==> src/hdl/cfcl_pkg.sv <==
package cfcl_pkg;

    // command codes on the input tuser
    localparam logic [1:0] CMD_SEND    = 2'd0;
    localparam logic [1:0] CMD_RX      = 2'd1;
    localparam logic [1:0] CMD_TIMEOUT = 2'd2;

    // result kinds on the output tuser
    localparam logic [1:0] KIND_TX     = 2'd0;
    localparam logic [1:0] KIND_DATA   = 2'd1;
    localparam logic [1:0] KIND_STATUS = 2'd2;

    // reply status codes
    localparam logic [2:0] ST_ACK_ONLY  = 3'd0;
    localparam logic [2:0] ST_DATA_OK   = 3'd1;
    localparam logic [2:0] ST_BAD_LEN   = 3'd2;
    localparam logic [2:0] ST_CSUM_FAIL = 3'd3;
    localparam logic [2:0] ST_NO_REPLY  = 3'd4;

    // receive parser phases
    localparam logic [1:0] PH_WAIT = 2'd0;
    localparam logic [1:0] PH_LEN  = 2'd1;
    localparam logic [1:0] PH_DATA = 2'd2;
    localparam logic [1:0] PH_SUM  = 2'd3;

    // frame bytes
    localparam logic [7:0] SYNC_BYTE     = 8'hA5;
    localparam logic [7:0] ACK_BYTE      = 8'h06;
    localparam logic [7:0] OP_READ_D     = 8'h44;
    localparam logic [7:0] OP_READ_R     = 8'h52;
    localparam logic [7:0] OP_READ_N     = 8'h4E;
    localparam logic [7:0] HDR_EXTRA     = 8'd3;
    localparam logic [7:0] OP_INDEX      = 8'd3;
    localparam logic [7:0] IDX_MAX       = 8'hFF;
    localparam logic [7:0] MIN_REPLY_LEN = 8'd4;
    localparam logic [7:0] REPLY_LEN_RST = 8'd11;

    // result buffer sizing
    localparam int MAX_RESULTS = 4;
    localparam int CNT_W       = $clog2(MAX_RESULTS + 1);
    localparam int IDX_W       = $clog2(MAX_RESULTS);

    typedef struct packed {
        logic [1:0] kind;
        logic [7:0] byte_value;
        logic [2:0] status;
        logic [7:0] data_count;
        logic       last;
    } t_result;

    typedef struct packed {
        logic [CNT_W-1:0]               n;
        t_result [MAX_RESULTS-1:0]      r;
    } t_result_set;

    function automatic t_result mk_result(input logic [1:0] kind,
                                          input logic [7:0] byte_value,
                                          input logic [2:0] status,
                                          input logic [7:0] data_count);
        t_result res;
        res.kind       = kind;
        res.byte_value = byte_value;
        res.status     = status;
        res.data_count = data_count;
        res.last       = 1'b0;
        return res;
    endfunction

endpackage

==> src/hdl/cfcl_core.sv <==
module cfcl_core
    import cfcl_pkg::*;
(
    input  logic        i_clk,
    input  logic        i_rst_n,
    input  logic        i_accept,
    input  logic [1:0]  i_command,
    input  logic [7:0]  i_data_byte,
    input  logic [7:0]  i_payload_length,
    input  logic        i_payload_last,
    input  logic        i_cfg_write,
    input  logic [7:0]  i_cfg_data,
    output t_result_set o_results
);

    logic [7:0] r_reply_len, n_reply_len;
    logic [7:0] r_tx_csum, n_tx_csum;
    logic [7:0] r_pidx, n_pidx;
    logic       r_read_exp, n_read_exp;
    logic [1:0] r_phase, n_phase;
    logic [7:0] r_rx_csum, n_rx_csum;
    logic [7:0] r_rx_count, n_rx_count;
    logic [7:0] r_rx_len, n_rx_len;

    logic       first_byte;
    logic [7:0] len_byte;
    logic [7:0] tx_sum;
    logic [7:0] rx_cnt_inc;
    logic [7:0] data_len;
    t_result_set res;

    // next state and the results of one item
    always_comb begin
        n_reply_len = i_cfg_write ? i_cfg_data : r_reply_len;
        n_tx_csum   = r_tx_csum;
        n_pidx      = r_pidx;
        n_read_exp  = r_read_exp;
        n_phase     = r_phase;
        n_rx_csum   = r_rx_csum;
        n_rx_count  = r_rx_count;
        n_rx_len    = r_rx_len;
        res         = '0;

        first_byte = (r_pidx == 8'd0);
        len_byte   = i_payload_length + HDR_EXTRA;
        tx_sum     = (first_byte ? (SYNC_BYTE + len_byte) : r_tx_csum) + i_data_byte;
        rx_cnt_inc = r_rx_count + 8'd1;
        data_len   = r_rx_len - HDR_EXTRA;

        case (i_command)
            CMD_SEND: begin
                n_tx_csum = tx_sum;
                if (first_byte) begin
                    n_phase    = PH_WAIT;
                    n_rx_csum  = 8'd0;
                    n_rx_count = 8'd0;
                    n_rx_len   = 8'd0;
                    n_read_exp = 1'b0;
                end
                if (r_pidx == OP_INDEX) begin
                    n_read_exp = (i_data_byte == OP_READ_D) || (i_data_byte == OP_READ_R)
                              || (i_data_byte == OP_READ_N);
                end
                n_pidx = (r_pidx != IDX_MAX) ? r_pidx + 8'd1 : r_pidx;
                if (i_payload_last) begin
                    n_pidx = 8'd0;
                end
                if (first_byte) begin
                    res.r[0] = mk_result(KIND_TX, SYNC_BYTE, ST_ACK_ONLY, 8'd0);
                    res.r[1] = mk_result(KIND_TX, len_byte, ST_ACK_ONLY, 8'd0);
                    res.r[2] = mk_result(KIND_TX, i_data_byte, ST_ACK_ONLY, 8'd0);
                    res.r[3] = mk_result(KIND_TX, tx_sum, ST_ACK_ONLY, 8'd0);
                    res.n    = i_payload_last ? CNT_W'(4) : CNT_W'(3);
                end else begin
                    res.r[0] = mk_result(KIND_TX, i_data_byte, ST_ACK_ONLY, 8'd0);
                    res.r[1] = mk_result(KIND_TX, tx_sum, ST_ACK_ONLY, 8'd0);
                    res.n    = i_payload_last ? CNT_W'(2) : CNT_W'(1);
                end
            end
            CMD_RX: begin
                case (r_phase)
                    PH_WAIT: begin
                        if (i_data_byte == ACK_BYTE) begin
                            if (r_read_exp) begin
                                n_phase = PH_LEN;
                            end else begin
                                res.r[0] = mk_result(KIND_STATUS, 8'd0, ST_ACK_ONLY, 8'd0);
                                res.n    = CNT_W'(1);
                            end
                        end
                    end
                    PH_LEN: begin
                        if (i_data_byte != r_reply_len || i_data_byte < MIN_REPLY_LEN) begin
                            n_phase  = PH_WAIT;
                            res.r[0] = mk_result(KIND_STATUS, 8'd0, ST_BAD_LEN, 8'd0);
                            res.n    = CNT_W'(1);
                        end else begin
                            n_rx_len   = i_data_byte;
                            n_rx_count = 8'd0;
                            n_rx_csum  = ACK_BYTE + i_data_byte;
                            n_phase    = PH_DATA;
                        end
                    end
                    PH_DATA: begin
                        res.r[0]   = mk_result(KIND_DATA, i_data_byte, ST_ACK_ONLY, 8'd0);
                        res.n      = CNT_W'(1);
                        n_rx_csum  = r_rx_csum + i_data_byte;
                        n_rx_count = rx_cnt_inc;
                        if (rx_cnt_inc >= data_len) begin
                            n_phase = PH_SUM;
                        end
                    end
                    default: begin
                        n_phase = PH_WAIT;
                        res.n   = CNT_W'(1);
                        if (r_rx_csum == i_data_byte) begin
                            res.r[0] = mk_result(KIND_STATUS, 8'd0, ST_DATA_OK, data_len);
                        end else begin
                            res.r[0] = mk_result(KIND_STATUS, 8'd0, ST_CSUM_FAIL, 8'd0);
                        end
                    end
                endcase
            end
            CMD_TIMEOUT: begin
                n_phase  = PH_WAIT;
                res.r[0] = mk_result(KIND_STATUS, 8'd0, ST_NO_REPLY, 8'd0);
                res.n    = CNT_W'(1);
            end
            default: begin
                res.n = '0;
            end
        endcase

        // mark the final result of the item
        for (int i = 0; i < MAX_RESULTS; i++) begin
            res.r[i].last = (CNT_W'(i + 1) == res.n);
        end
    end

    assign o_results = res;

    // state registers: framing and parser state update on an accepted item, the reply length on a config write
    always_ff @(posedge i_clk) begin
        if (!i_rst_n) begin
            r_reply_len <= REPLY_LEN_RST;
            r_tx_csum   <= 8'd0;
            r_pidx      <= 8'd0;
            r_read_exp  <= 1'b0;
            r_phase     <= PH_WAIT;
            r_rx_csum   <= 8'd0;
            r_rx_count  <= 8'd0;
            r_rx_len    <= 8'd0;
        end else begin
            r_reply_len <= n_reply_len;
            if (i_accept) begin
                r_tx_csum  <= n_tx_csum;
                r_pidx     <= n_pidx;
                r_read_exp <= n_read_exp;
                r_phase    <= n_phase;
                r_rx_csum  <= n_rx_csum;
                r_rx_count <= n_rx_count;
                r_rx_len   <= n_rx_len;
            end
        end
    end

endmodule

==> src/hdl/cfcl_out_buf.sv <==
module cfcl_out_buf
    import cfcl_pkg::*;
(
    input  logic        i_clk,
    input  logic        i_rst_n,
    input  logic        i_load,
    input  t_result_set i_results,
    input  logic        i_out_ready,
    output logic        o_free,
    output logic        o_out_valid,
    output t_result     o_out
);

    t_result [MAX_RESULTS-1:0] r_res;
    logic [CNT_W-1:0]          r_cnt, n_cnt;
    logic [IDX_W-1:0]          r_rd, n_rd;
    logic                      pop;

    assign o_out_valid = (r_cnt != '0);
    assign o_out       = r_res[r_rd];
    assign pop         = o_out_valid && i_out_ready;
    // free once the last held result leaves in this cycle
    assign o_free      = (r_cnt == '0) || ((r_cnt == CNT_W'(1)) && i_out_ready);

    // read pointer and remaining count
    always_comb begin
        n_cnt = r_cnt;
        n_rd  = r_rd;
        if (i_load) begin
            n_cnt = i_results.n;
            n_rd  = '0;
        end else if (pop) begin
            n_cnt = r_cnt - CNT_W'(1);
            n_rd  = r_rd + IDX_W'(1);
        end
    end

    always_ff @(posedge i_clk) begin
        if (!i_rst_n) begin
            r_cnt <= '0;
            r_rd  <= '0;
        end else begin
            r_cnt <= n_cnt;
            r_rd  <= n_rd;
        end
    end

    // result payload
    always_ff @(posedge i_clk) begin
        if (i_load) begin
            r_res <= i_results.r;
        end
    end

endmodule

==> src/hdl/checksummed_command_frame_link.sv <==
// Command frame link: frames outgoing command payload bytes and parses replies.
// Input channel s_axis: tuser carries the command (send byte, received byte,
// timeout), tdata the data byte and the payload length, tlast the final
// payload byte of a command.
// Output channel m_axis: tuser carries the result kind (transmit byte, reply
// data byte, status), tdata the byte, status code and data count, tlast the
// final result of one input item.
// Config channel: one write sets the expected reply length; it is always
// ready. The user must see that it is written only while the link is idle;
// the link itself does not enforce this.
// The first result of an item is registered and appears in the cycle after
// acceptance. An item leads to zero to four results, and one leaves per
// cycle while the receiver is ready. A new item is taken in the cycle in
// which the last held result leaves, or whenever the buffer is empty.
// Reset clears the framing and parser state, empties the result buffer and
// sets the expected reply length to 11.
// When the receiver stalls, the result buffer holds and s_axis_tready stays
// low until the remaining results have been taken.
module checksummed_command_frame_link
    import cfcl_pkg::*;
(
    input  logic        i_clk,
    input  logic        i_rst_n,
    input  logic        s_axis_tvalid,
    output logic        s_axis_tready,
    input  logic [15:0] s_axis_tdata,   // data_byte [7:0], payload_length [15:8]
    input  logic        s_axis_tlast,
    input  logic [1:0]  s_axis_tuser,   // command [1:0]
    output logic        m_axis_tvalid,
    input  logic        m_axis_tready,
    output logic [23:0] m_axis_tdata,   // byte_value [7:0], status [10:8],
                                        // data_count [18:11], zero [23:19]
    output logic        m_axis_tlast,
    output logic [1:0]  m_axis_tuser,   // kind [1:0]
    input  logic        i_cfg_valid,
    output logic        o_cfg_ready,
    input  logic [7:0]  i_cfg_data
);

    logic        accept;
    logic        buf_free;
    t_result_set results;
    t_result     out_res;

    assign s_axis_tready = buf_free;
    assign accept        = s_axis_tvalid && buf_free;
    assign o_cfg_ready   = 1'b1;

    // framing and reply parsing
    cfcl_core u_core (
        .i_clk            (i_clk),
        .i_rst_n          (i_rst_n),
        .i_accept         (accept),
        .i_command        (s_axis_tuser),
        .i_data_byte      (s_axis_tdata[7:0]),
        .i_payload_length (s_axis_tdata[15:8]),
        .i_payload_last   (s_axis_tlast),
        .i_cfg_write      (i_cfg_valid),
        .i_cfg_data       (i_cfg_data),
        .o_results        (results)
    );

    // result buffer, one result per cycle while the receiver is ready
    cfcl_out_buf u_out_buf (
        .i_clk       (i_clk),
        .i_rst_n     (i_rst_n),
        .i_load      (accept),
        .i_results   (results),
        .i_out_ready (m_axis_tready),
        .o_free      (buf_free),
        .o_out_valid (m_axis_tvalid),
        .o_out       (out_res)
    );

    // output packing
    assign m_axis_tdata = {5'd0, out_res.data_count, out_res.status, out_res.byte_value};
    assign m_axis_tuser = out_res.kind;
    assign m_axis_tlast = out_res.last;

endmodule

==> config.mk <==
export PLATFORM = sky130hd
export DESIGN_NAME = checksummed_command_frame_link
export DESIGN_NICKNAME = d
export VERILOG_FILES = /design/src/hdl/cfcl_pkg.sv /design/src/hdl/cfcl_core.sv /design/src/hdl/cfcl_out_buf.sv /design/src/hdl/checksummed_command_frame_link.sv
export SDC_FILE = /design/constraint.sdc
export NUM_CORES = 1
export LEC_CHECK = 0
export BUFFER_PORTS_ARGS = -buffer_cell sky130_fd_sc_hd__buf_2
export CAP_MARGIN = 25
export CORE_UTILIZATION = 60
export CTS_BUF_LIST = sky130_fd_sc_hd__clkbuf_16
export DETAILED_ROUTE_END_ITERATION = 10
export GPL_TIMING_DRIVEN = 0
export MAX_ROUTING_LAYER = met4
export PLACE_DENSITY = 0.84
export SYNTH_ARGS = -nofsm -noshare
export SYNTH_HDL_FRONTEND = slang
export SYNTH_HIERARCHICAL = 1
export SYNTH_SLANG_ARGS = --single-unit
==> constraint.sdc <==
create_clock -name i_clk -period 6.9 [get_ports i_clk]
set_input_delay 1.38 -clock i_clk [delete_from_list [all_inputs] [get_ports i_clk]]
set_output_delay 1.38 -clock i_clk [all_outputs]
set_load 0.005 [all_outputs]
==> results of run 1 <==
flip-flops by register name (all words and copies together), names as in the netlist:
signal and flops:
u_out_buf/r_res 88, u_core/r_pidx 8, u_core/r_reply_len 8, u_core/r_rx_count 8
u_core/r_rx_csum 8, u_core/r_rx_len 8, u_core/r_tx_csum 8, u_out_buf/r_cnt 3
u_core/r_phase 2, u_out_buf/r_rd 2, u_core/r_read_exp 1
synth_stat cells (22+ instances only):
| library cell | n |
|---|---|
| nor2_1 | 67 |
| nor2b_1 | 22 |
| mux4_2 | 22 |
| dfxtp_1 | 56 |
| a21oi_1 | 35 |
| nand2_1 | 82 |
| edfxtp_1 | 88 |
| xor2_1 | 28 |
| ha_1 | 32 |
| o21ai_0 | 26 |
| xnor2_1 | 27 |
| buf_4 | 47 |
| inv_1 | 26 |
worst paths after layout:
check	slack [ps]	start	endpoint	cells past startpoint
hold / removal	470	u_core/r_tx_csum[2]	u_core/r_tx_csum[2]	2
setup / recovery	2520	s_axis_tdata[8]	u_out_buf/r_res[41]	16
hold reg to reg	470	u_core/r_tx_csum[2]	u_core/r_tx_csum[2]	2
setup reg to reg	3050	u_core/r_pidx[2]	u_out_buf/r_res[40]	14
power by group:
part / internal (mW) / leakage (nW) / switching [mW]
clock: 0.499 / 0.270 / 0.365
sequential: 1.12 / 1.30 / 0.0517
combinational: 0.281 / 2.35 / 0.363
critical path, stage by stage:
cell and delay (ps):
buf_2 170, inv_1 90, ha_1 270, xnor2_1 260, nor2_1 120, a31oi_1 270, xor2_1 280, o21ai_0 120
ha_1 340, o21ai_0 90, a21boi_0 190, o22ai_1 170, xnor2_1 410, xor2_1 130, a21oi_1 160, nor2_1 70
area by class of cell:
cell class | count | area, sq um | share of cell area [%]
well taps | 176 | 220 | 2.31
inverters | 29 | 109 | 1.14
clock inverters | 15 | 136 | 1.43
clock buffers | 17 | 425 | 4.46
repair buffers | 52 | 283 | 2.96
multi-input cells | 588 | 4060 | 42.6
plain buffers | 86 | 544 | 5.70
flip-flops and latches | 144 | 3760 | 39.4
layer usage:
layer  part of all wire (%)  global-route usage [%]  routed length (microns)  vias to the layer above
met2                     47                    42.6                     8430                      288
met4                    2.9                    11.7                      514                        0
met3                    7.3                    4.75                     1310                       58
met1                     43                    34.5                     7610                     2939
met5                      0                       -                        0                        -
li1                       -                       -                        -                     2996
kinds of logic (layout without fill, tap and decap cells):
group | Yosys count | in the layout | share of synthesized area [%]
simple gates | 278 | 278 | 16.7
flops | 144 | 144 | 45.3
compound gates | 139 | 139 | 11.2
buf+inv | 115 | 199 | 7.85
xor+xnor | 56 | 56 | 5.99
mux | 36 | 36 | 7.66
fa+ha+maj | 34 | 34 | 5.30
other cells | 3 | 45 | 0.135
metrics by stage:
stage                     utilization, %  hold WS [ps]  std cells  setup slack (ps)
after floorplan                        -           438        847              1610
after global placement              66.8           450       1074               419
after detailed placement            67.0           462       1075              2250
after CTS                           71.2           471       1107              2660
after global routing                71.2           493       1107              2250
final                               71.2           469       1107              2520
==> flow_summary.json, run 1 <==
{
  "most-common-layout-cells": "88 x edfxtp_1, 82 x nand2_1, 67 x nor2_1",
  "post-synth-top-area-cell": "edfxtp_1",
  "io_pins": 62,
  "cts_max_path_buffers": 2,
  "design.final.nets": 984,
  "initialDrtViolationCount": 518,
  "area_delta_synth_final_pct": 14.7,
  "synth.top_cells.by_area": "edfxtp_1 32%, dfxtp_1 13%, mux4_2 6.0%",
  "avgViaCountPerCell": 5.67,
  "grt_max_degree": 63,
  "synth_area_sq_um": 8320,
  "netlist.area_leader.share_pct": 31.8,
  "max_freq_mhz": 228,
  "cts-buffers-inserted": 17,
  "wl_per_cell_microns": 16.1,
  "core_region_area_sq_um": 13400,
  "critical_path.endpoint_type": "register",
  "final_common_cell": "edfxtp_1",
  "ys_ff_latch": 144,
  "number_of_distinct_library_cells_after_synthesis": 70,
  "drive_gt1_share_pct": 19.9,
  "detailed_place.area_sq_um": 8980,
  "timing.clock.skew_ps": 6.84,
  "grt_pass1_wl_microns": 28700,
  "rows": 42,
  "slew_headroom_pct": 55.4,
  "gr-usage-all-layers_pct": 27.0,
  "routed_wl_microns": 17900,
  "critPathRequiredTime_ps": 7060,
  "place_congestion": 0.933,
  "drcViolationCount": 0,
  "post_synth_edffs": 88,
  "report.final.setup_viol": 0,
  "portBuffers": 51,
  "grt_antenna_before_repair": 0,
  "die_h_microns": 120,
  "critical_path_class": "in -> reg",
  "grt_setup_unrepaired": "false",
  "result_of_the_run": "complete, no violations",
  "vias_in_the_first_global_route": 5862,
  "syn_avg_cell_area_sq_um": 10.3,
  "final_design_area_no_fill_sq_um": 9540,
  "max-vdd-ir-drop_uv": 140,
  "diodes": 0,
  "dominantRegCellSynth": "edfxtp_1",
  "drtPass1Iterations": 6,
  "cts_max_level": 4,
  "path_max_fanout": 5,
  "postRouteAntennaNets": 0,
  "floorplan.initialDensity_pct": 62.1,
  "cts_setup_buffers": 0,
  "crit_arrival_ps": 4540,
  "fin_setup_tns_ps": 0,
  "hpwl_microns": 12700,
  "final.fill_count": 986,
  "p_total_mw": 2.68,
  "timing.max_cap.violations": 0,
  "pin_slew_with_the_least_headroom_to_its_limit_ps": 669,
  "holdBufCountCts": 0,
  "die_footprint_sq_um": 14300,
  "min-delay-path-class": "reg -> reg",
  "clock_insertion_delay_worst_skew_ps": 430,
  "cts_root_buf": "clkbuf_16",
  "cts_tree": "done",
  "vias": 6281,
  "post_cts_resized": 0,
  "report.final.slew_viol_count": 0,
  "post_synth_inst_count": 805,
  "number_of_hold_slack_violations_in_the_final_timing_report": 0,
  "cellLeakagePower_nw": 3.93,
  "critical_path_start_type": "input port",
  "clkSlewWorstSetupHoldPaths_ps": 60,
  "postSynth.asyncResetShare_pct": 0,
  "min_period_ps": 4380,
  "fp.dieW_microns": 120,
  "min_period_over_period_pct": 63.5,
  "yosysSeqAreaShare_pct": 45.3,
  "yosysWarnings": 6,
  "clock-sinks": 144,
  "grt_overflow": 0,
  "power_density_nw_per_um2": 281
}
(Power assumes the default switching activity.)
==> run 2, diff against run 1 <==
--- a/config.mk
+++ b/config.mk
@@ -7,12 +7,12 @@
 export LEC_CHECK = 0
 export BUFFER_PORTS_ARGS = -buffer_cell sky130_fd_sc_hd__buf_2
 export CAP_MARGIN = 25
-export CORE_UTILIZATION = 60
+export CORE_UTILIZATION = 56
 export CTS_BUF_LIST = sky130_fd_sc_hd__clkbuf_16
 export DETAILED_ROUTE_END_ITERATION = 10
 export GPL_TIMING_DRIVEN = 0
 export MAX_ROUTING_LAYER = met4
-export PLACE_DENSITY = 0.84
+export PLACE_DENSITY = 0.82
 export SYNTH_ARGS = -nofsm -noshare
 export SYNTH_HDL_FRONTEND = slang
 export SYNTH_HIERARCHICAL = 1
==> constraint.sdc (replaced) <==
create_clock -name i_clk -period 3.5 [get_ports i_clk]
set_input_delay 0.7 -clock i_clk [delete_from_list [all_inputs] [get_ports i_clk]]
set_output_delay 0.7 -clock i_clk [all_outputs]
set_load 0.005 [all_outputs]
==> flow_summary.json, run 2 (same netlist as run 1, synthesis figures left out) <==
{
  "hpwl_microns": 12400,
  "critical_path.n_buffers_inverters": 2,
  "die_h_microns": 124,
  "fin_setup_tns_ps": 0,
  "avgViaCountPerCell": 5.45,
  "design.final.nets": 991,
  "floorplan.initialDensity_pct": 57.2,
  "max_freq_mhz": 293,
  "portBuffers": 51,
  "most-common-layout-cells": "88 x edfxtp_1, 82 x nand2_1, 66 x nor2_1",
  "timing.clock.skew_ps": 10.3,
  "crit_arrival_ps": 3650,
  "vias_in_the_first_global_route": 5623,
  "core_region_area_sq_um": 14500,
  "critical_path_start_type": "register",
  "slew_headroom_pct": 54.7,
  "result_of_the_run": "complete, no violations",
  "crit_family": "simple AND/OR/NAND/NOR gates",
  "drcViolationCount": 0,
  "report.final.setup_viol": 0,
  "clkSlewWorstSetupHoldPaths_ps": 60,
  "fp.dieW_microns": 124,
  "critical_path.endpoint_type": "register",
  "clock-sinks": 144,
  "crit_chain": "nor4_4 -> nand3_4 -> buf_4 -> o21ai_0 -> ha_1 -> inv_1 -> fa_1 -> nor2b_1 -> o21ai_0 -> a21boi_1 -> o21ai_0 -> nor3b_1 -> or2_2 -> a211oi_2",
  "critPathRequiredTime_ps": 3750,
  "grt_pass1_wl_microns": 27600,
  "detailed_place.area_sq_um": 8990,
  "cts_max_path_buffers": 2,
  "pin_slew_with_the_least_headroom_to_its_limit_ps": 679,
  "cts-buffers-inserted": 17,
  "p_total_mw": 5.32,
  "grt_setup_unrepaired": "true",
  "setup.reg_to_reg.worst_slack_ps": 90,
  "final_common_cell": "edfxtp_1",
  "min-delay-path-class": "reg -> reg",
  "vias": 6120,
  "initialDrtViolationCount": 584,
  "die_footprint_sq_um": 15300,
  "timing.max_cap.violations": 0,
  "number_of_hold_slack_violations_in_the_final_timing_report": 0,
  "fin_hold_ws_ps": 466,
  "max-vdd-ir-drop_uv": 325,
  "gr-usage-all-layers_pct": 24.8,
  "min_period_ps": 3410,
  "report.final.slew_viol_count": 0,
  "cts_tree": "done",
  "drtPass1Iterations": 5,
  "io_pins": 62,
  "cts_max_level": 4,
  "path_max_fanout": 10,
  "drive_gt1_share_pct": 21.2,
  "place_congestion": 0.979,
  "postRouteAntennaNets": 0,
  "routed_wl_microns": 17800,
  "grt_overflow": 0,
  "grt_max_degree": 57,
  "largest_register_ff_count": 88,
  "final_design_area_no_fill_sq_um": 9670,
  "registers.top_by_ff_count": "u_out_buf/r_res",
  "cts_root_buf": "clkbuf_16",
  "maximum_single_stage_delay_on_the_critical_path_ps": 410,
  "wl_per_cell_microns": 15.9,
  "cellLeakagePower_nw": 3.99,
  "power_density_nw_per_um2": 550,
  "clock_insertion_delay_worst_skew_ps": 420,
  "critical_path_class": "reg -> reg",
  "worst_path_most_repeated_cell": "o21ai_0",
  "area_delta_synth_final_pct": 16.3,
  "min_period_over_period_pct": 97.4,
  "rows": 44,
  "diodes": 0,
  "cp_slowest_cell": "fa_1",
  "grt_antenna_before_repair": 0
}
-- run 2: area by class of cell --
class	instances	area, sq um
timing repair buffer	57	320
tap	184	230
clock inverter	15	129
buffer	86	553
inverter	29	109
clock buffer	17	425
sequential	144	3760
fill	1146	4860
multi-input combinational	590	4140
-- run 2: path summary, 6_finish.rpt --
| path | startpoint | to | depth (start not counted) |
|---|---|---|---|
| setup reg to reg | u_core/r_pidx[4] | u_out_buf/r_res[40] | 14 |
| hold / removal | u_core/r_tx_csum[2] | u_core/r_tx_csum[2] | 2 |
| setup / recovery | u_core/r_pidx[4] | u_out_buf/r_res[40] | 14 |
| hold reg to reg | u_core/r_tx_csum[2] | u_core/r_tx_csum[2] | 2 |
-- run 2: repair_timing --
| action | in CTS | in global routing |
|---|---|---|
| hold buffers | 0 | 0 |
| buffers inserted | 0 | 5 |
| pin swaps | 1 | 4 |
| resized for setup | 8 | 13 |
| setup endpoints to repair | 3 | 8 |
| cloned | 0 | 2 |
-- run 2: power breakdown --
group / internal (mW) / switching, mW / total, mW
combinational: 0.584 / 0.744 / 1.33
sequential: 2.20 / 0.0916 / 2.29
clock: 1.03 / 0.670 / 1.70
total: 3.81 / 1.51 / 5.32
-- run 2: worst register-to-register path, delay by kind of cell (launching register included) --
kind / cells / cell delay [ps]
compound gates: 5 / 880
fa+ha+maj: 2 / 590
buf+inv: 2 / 260
flops: 1 / 360
simple gates: 5 / 1150
-- run 2: routing by layer --
metal	up-vias	global-route usage [%]	wire [microns]
met2	201	38.5	8280
met3	28	5.91	1090
li1	3000	-	-
met4	0	8.66	338
met1	2891	31.8	8080
met5	-	-	0
-- run 2: through the flow --
stage | utilization (%) | setup WS (ps) | cells
finish | 66.5 | 91.8 | 1122
global route | 66.5 | -49.1 | 1122
CTS | 65.8 | 11.0 | 1115
detailed placement | 61.9 | -447 | 1083
global placement | 61.7 | -442 | 1082
floorplan | - | 164 | 847
==> run 3, diff against run 2 <==
--- a/config.mk
+++ b/config.mk
@@ -13,6 +13,7 @@
 export GPL_TIMING_DRIVEN = 0
 export MAX_ROUTING_LAYER = met4
 export PLACE_DENSITY = 0.82
+export RECOVER_POWER = 25
 export SYNTH_ARGS = -nofsm -noshare
 export SYNTH_HDL_FRONTEND = slang
 export SYNTH_HIERARCHICAL = 1
==> flow_summary.json, run 3 (same netlist as run 1, synthesis figures left out) <==
{
  "pwr-share-comb_pct": 24.9,
  "min_period_over_period_pct": 97.4,
  "final-instance-count-excl-fill": 1122,
  "drtPass1Iterations": 5,
  "grt_antenna_before_repair": 0,
  "result_of_the_run": "complete, no violations",
  "core_region_area_sq_um": 14500,
  "routed_wl_microns": 17700,
  "die_footprint_sq_um": 15300,
  "die_h_microns": 124,
  "final_design_area_no_fill_sq_um": 9660,
  "most-common-layout-cells": "88 x edfxtp_1, 82 x nand2_1, 66 x nor2_1",
  "timing.max_cap.violations": 0,
  "critPathRequiredTime_ps": 3750,
  "clock_insertion_delay_worst_skew_ps": 420,
  "critical_path.reg2reg.startpoint": "u_core/r_pidx[4]",
  "grt_overflow": 0,
  "max_freq_mhz": 293,
  "report.final.slew_viol_count": 0,
  "grt_pass1_wl_microns": 27600,
  "hpwl_microns": 12400,
  "wl_per_cell_microns": 15.8,
  "cts_max_path_buffers": 2,
  "cts_max_level": 4,
  "clock-sinks": 144,
  "worst_path_most_repeated_cell": "o21ai_0",
  "timing.hold.worst.start": "u_core/r_tx_csum[2]",
  "avgViaCountPerCell": 5.47,
  "initialDrtViolationCount": 581,
  "postRouteAntennaNets": 0,
  "vias_in_the_first_global_route": 5623,
  "crit_arrival_ps": 3650,
  "intPower_mw": 3.81,
  "pin_slew_with_the_least_headroom_to_its_limit_ps": 1220,
  "drcViolationCount": 0,
  "place_congestion": 0.979,
  "path_max_fanout": 10,
  "drive_gt1_share_pct": 20.6,
  "floorplan.initialDensity_pct": 57.2,
  "gr-usage-all-layers_pct": 24.8,
  "registers.top_by_ff_count": "u_out_buf/r_res",
  "reg2regPathDepth": 14,
  "min-delay-path-class": "reg -> reg",
  "final.fill_count": 1151,
  "report.final.setup_viol": 0,
  "hold-path-cell-count": 2,
  "io_pins": 62,
  "clkSlewWorstSetupHoldPaths_ps": 60,
  "crit_chain": "nor4_4 -> nand3_4 -> buf_4 -> o21ai_0 -> ha_1 -> inv_1 -> fa_1 -> nor2b_1 -> o21ai_0 -> a21boi_1 -> o21ai_0 -> nor3b_1 -> or2_2 -> a211oi_2",
  "cp_slowest_cell": "fa_1",
  "min_period_ps": 3410,
  "fp.dieW_microns": 124,
  "grt_max_degree": 57,
  "setup.reg_to_reg.worst_slack_ps": 90,
  "pwr-share-seq_pct": 43.3,
  "p_clk_share_pct": 31.9,
  "cts_tree": "done",
  "p_sw_share_pct": 28.2,
  "max-vdd-ir-drop_uv": 324,
  "rows": 44,
  "number_of_hold_slack_violations_in_the_final_timing_report": 0,
  "vias": 6137,
  "grt_setup_unrepaired": "true",
  "min_to": "u_core/r_tx_csum[2]",
  "maximum_single_stage_delay_on_the_critical_path_ps": 410,
  "design.final.nets": 991,
  "p_sw_mw": 1.50,
  "cts_root_buf": "clkbuf_16",
  "area_delta_synth_final_pct": 16.2,
  "slew_headroom_pct": 18.7,
  "portBuffers": 51,
  "critical_path.endpoint_type": "register",
  "p_total_mw": 5.31,
  "detailed_place.area_sq_um": 8990,
  "diodes": 0,
  "critical_path_start_type": "register",
  "timing.clock.skew_ps": 8.00,
  "worst_r2r_endpoint": "u_out_buf/r_res[40]",
  "critical_path_class": "reg -> reg",
  "power_density_nw_per_um2": 549,
  "final_common_cell": "edfxtp_1",
  "numPlacedInstances": 1083,
  "cellLeakagePower_nw": 3.97,
  "cts-buffers-inserted": 17,
  "largest_register_ff_count": 88
}
-- run 3: cell count changes in the layout (fill, tap and decap cells not counted), sizes merged --
cell	before	now
buf	125	119
clkbuf	35	41
-- run 3: routing by layer --
layer	track usage [%]	up-vias	part of all wire (%)
li1	-	3005	-
met2	38.5	225	47
met3	5.91	26	6.9
met5	-	-	0
met4	8.66	0	2.0
met1	31.8	2881	44
-- run 3: final cells by class --
class                   count  area (sq um)  area share, %
well taps                 184           230           2.38
multi-input cells         590          4140           42.8
plain buffers              86           551           5.70
repair buffers             57           318           3.29
flip-flops and latches    144          3760           39.0
clock inverters            15           129           1.33
inverters                  29           109           1.13
clock buffers              17           425           4.40
-- run 3: worst max path at each step --
stage,to,depth (start not counted),startpoint
floorplan,u_out_buf/r_res[41],15,s_axis_tdata[8]
global placement,u_out_buf/r_res[41],16,s_axis_tdata[8]
detailed placement,u_out_buf/r_res[41],16,s_axis_tdata[8]
CTS,u_out_buf/r_res[40],14,u_core/r_pidx[4]
global route,u_out_buf/r_res[40],14,u_core/r_pidx[2]
finish,u_out_buf/r_res[40],14,u_core/r_pidx[4]
-- run 3: worst max-delay path, delay by kind of cell, from the launching register on --
| kind | cells | cell delay, ps |
|---|---|---|
| AO/OA/AOI/OAI | 5 | 860 |
| adder cells (fa/ha/maj) | 2 | 600 |
| buffers and inverters | 2 | 260 |
| flip-flops | 1 | 360 |
| AND/OR/NAND/NOR | 5 | 1150 |
-- run 3: through the flow --
stage	setup TNS, ps	utilization, %	worst slack, ps	hold slack [ps]
2_1_floorplan	0	-	164	438
3_3_place_gp	-2010	61.7	-442	454
3_5_place_dp	-1850	61.9	-447	459
4_1_cts	0	65.8	11.0	467
5_1_grt	-90.8	66.5	-49.1	482
6_report	0	66.5	91.6	466
-- run 3: power by group through the flow --
| stage | logic (mW) | clock network, mW | registers (mW) |
|---|---|---|---|
| after floorplan | 0.885 | 0 | 2.30 |
| after global placement | 1.20 | 0 | 2.33 |
| after detailed placement | 1.26 | 0 | 2.33 |
| after CTS | 1.27 | 1.72 | 2.30 |
| after global routing | 1.46 | 1.80 | 2.33 |
| final | 1.32 | 1.69 | 2.30 |
-- run 3: what timing repair did --
item	CTS	global route
hold buffers	0	0
buffers inserted	0	5
cloned	0	2
endpoints found under the setup margin	3	8
pin swaps	1	4
resized for setup	8	13
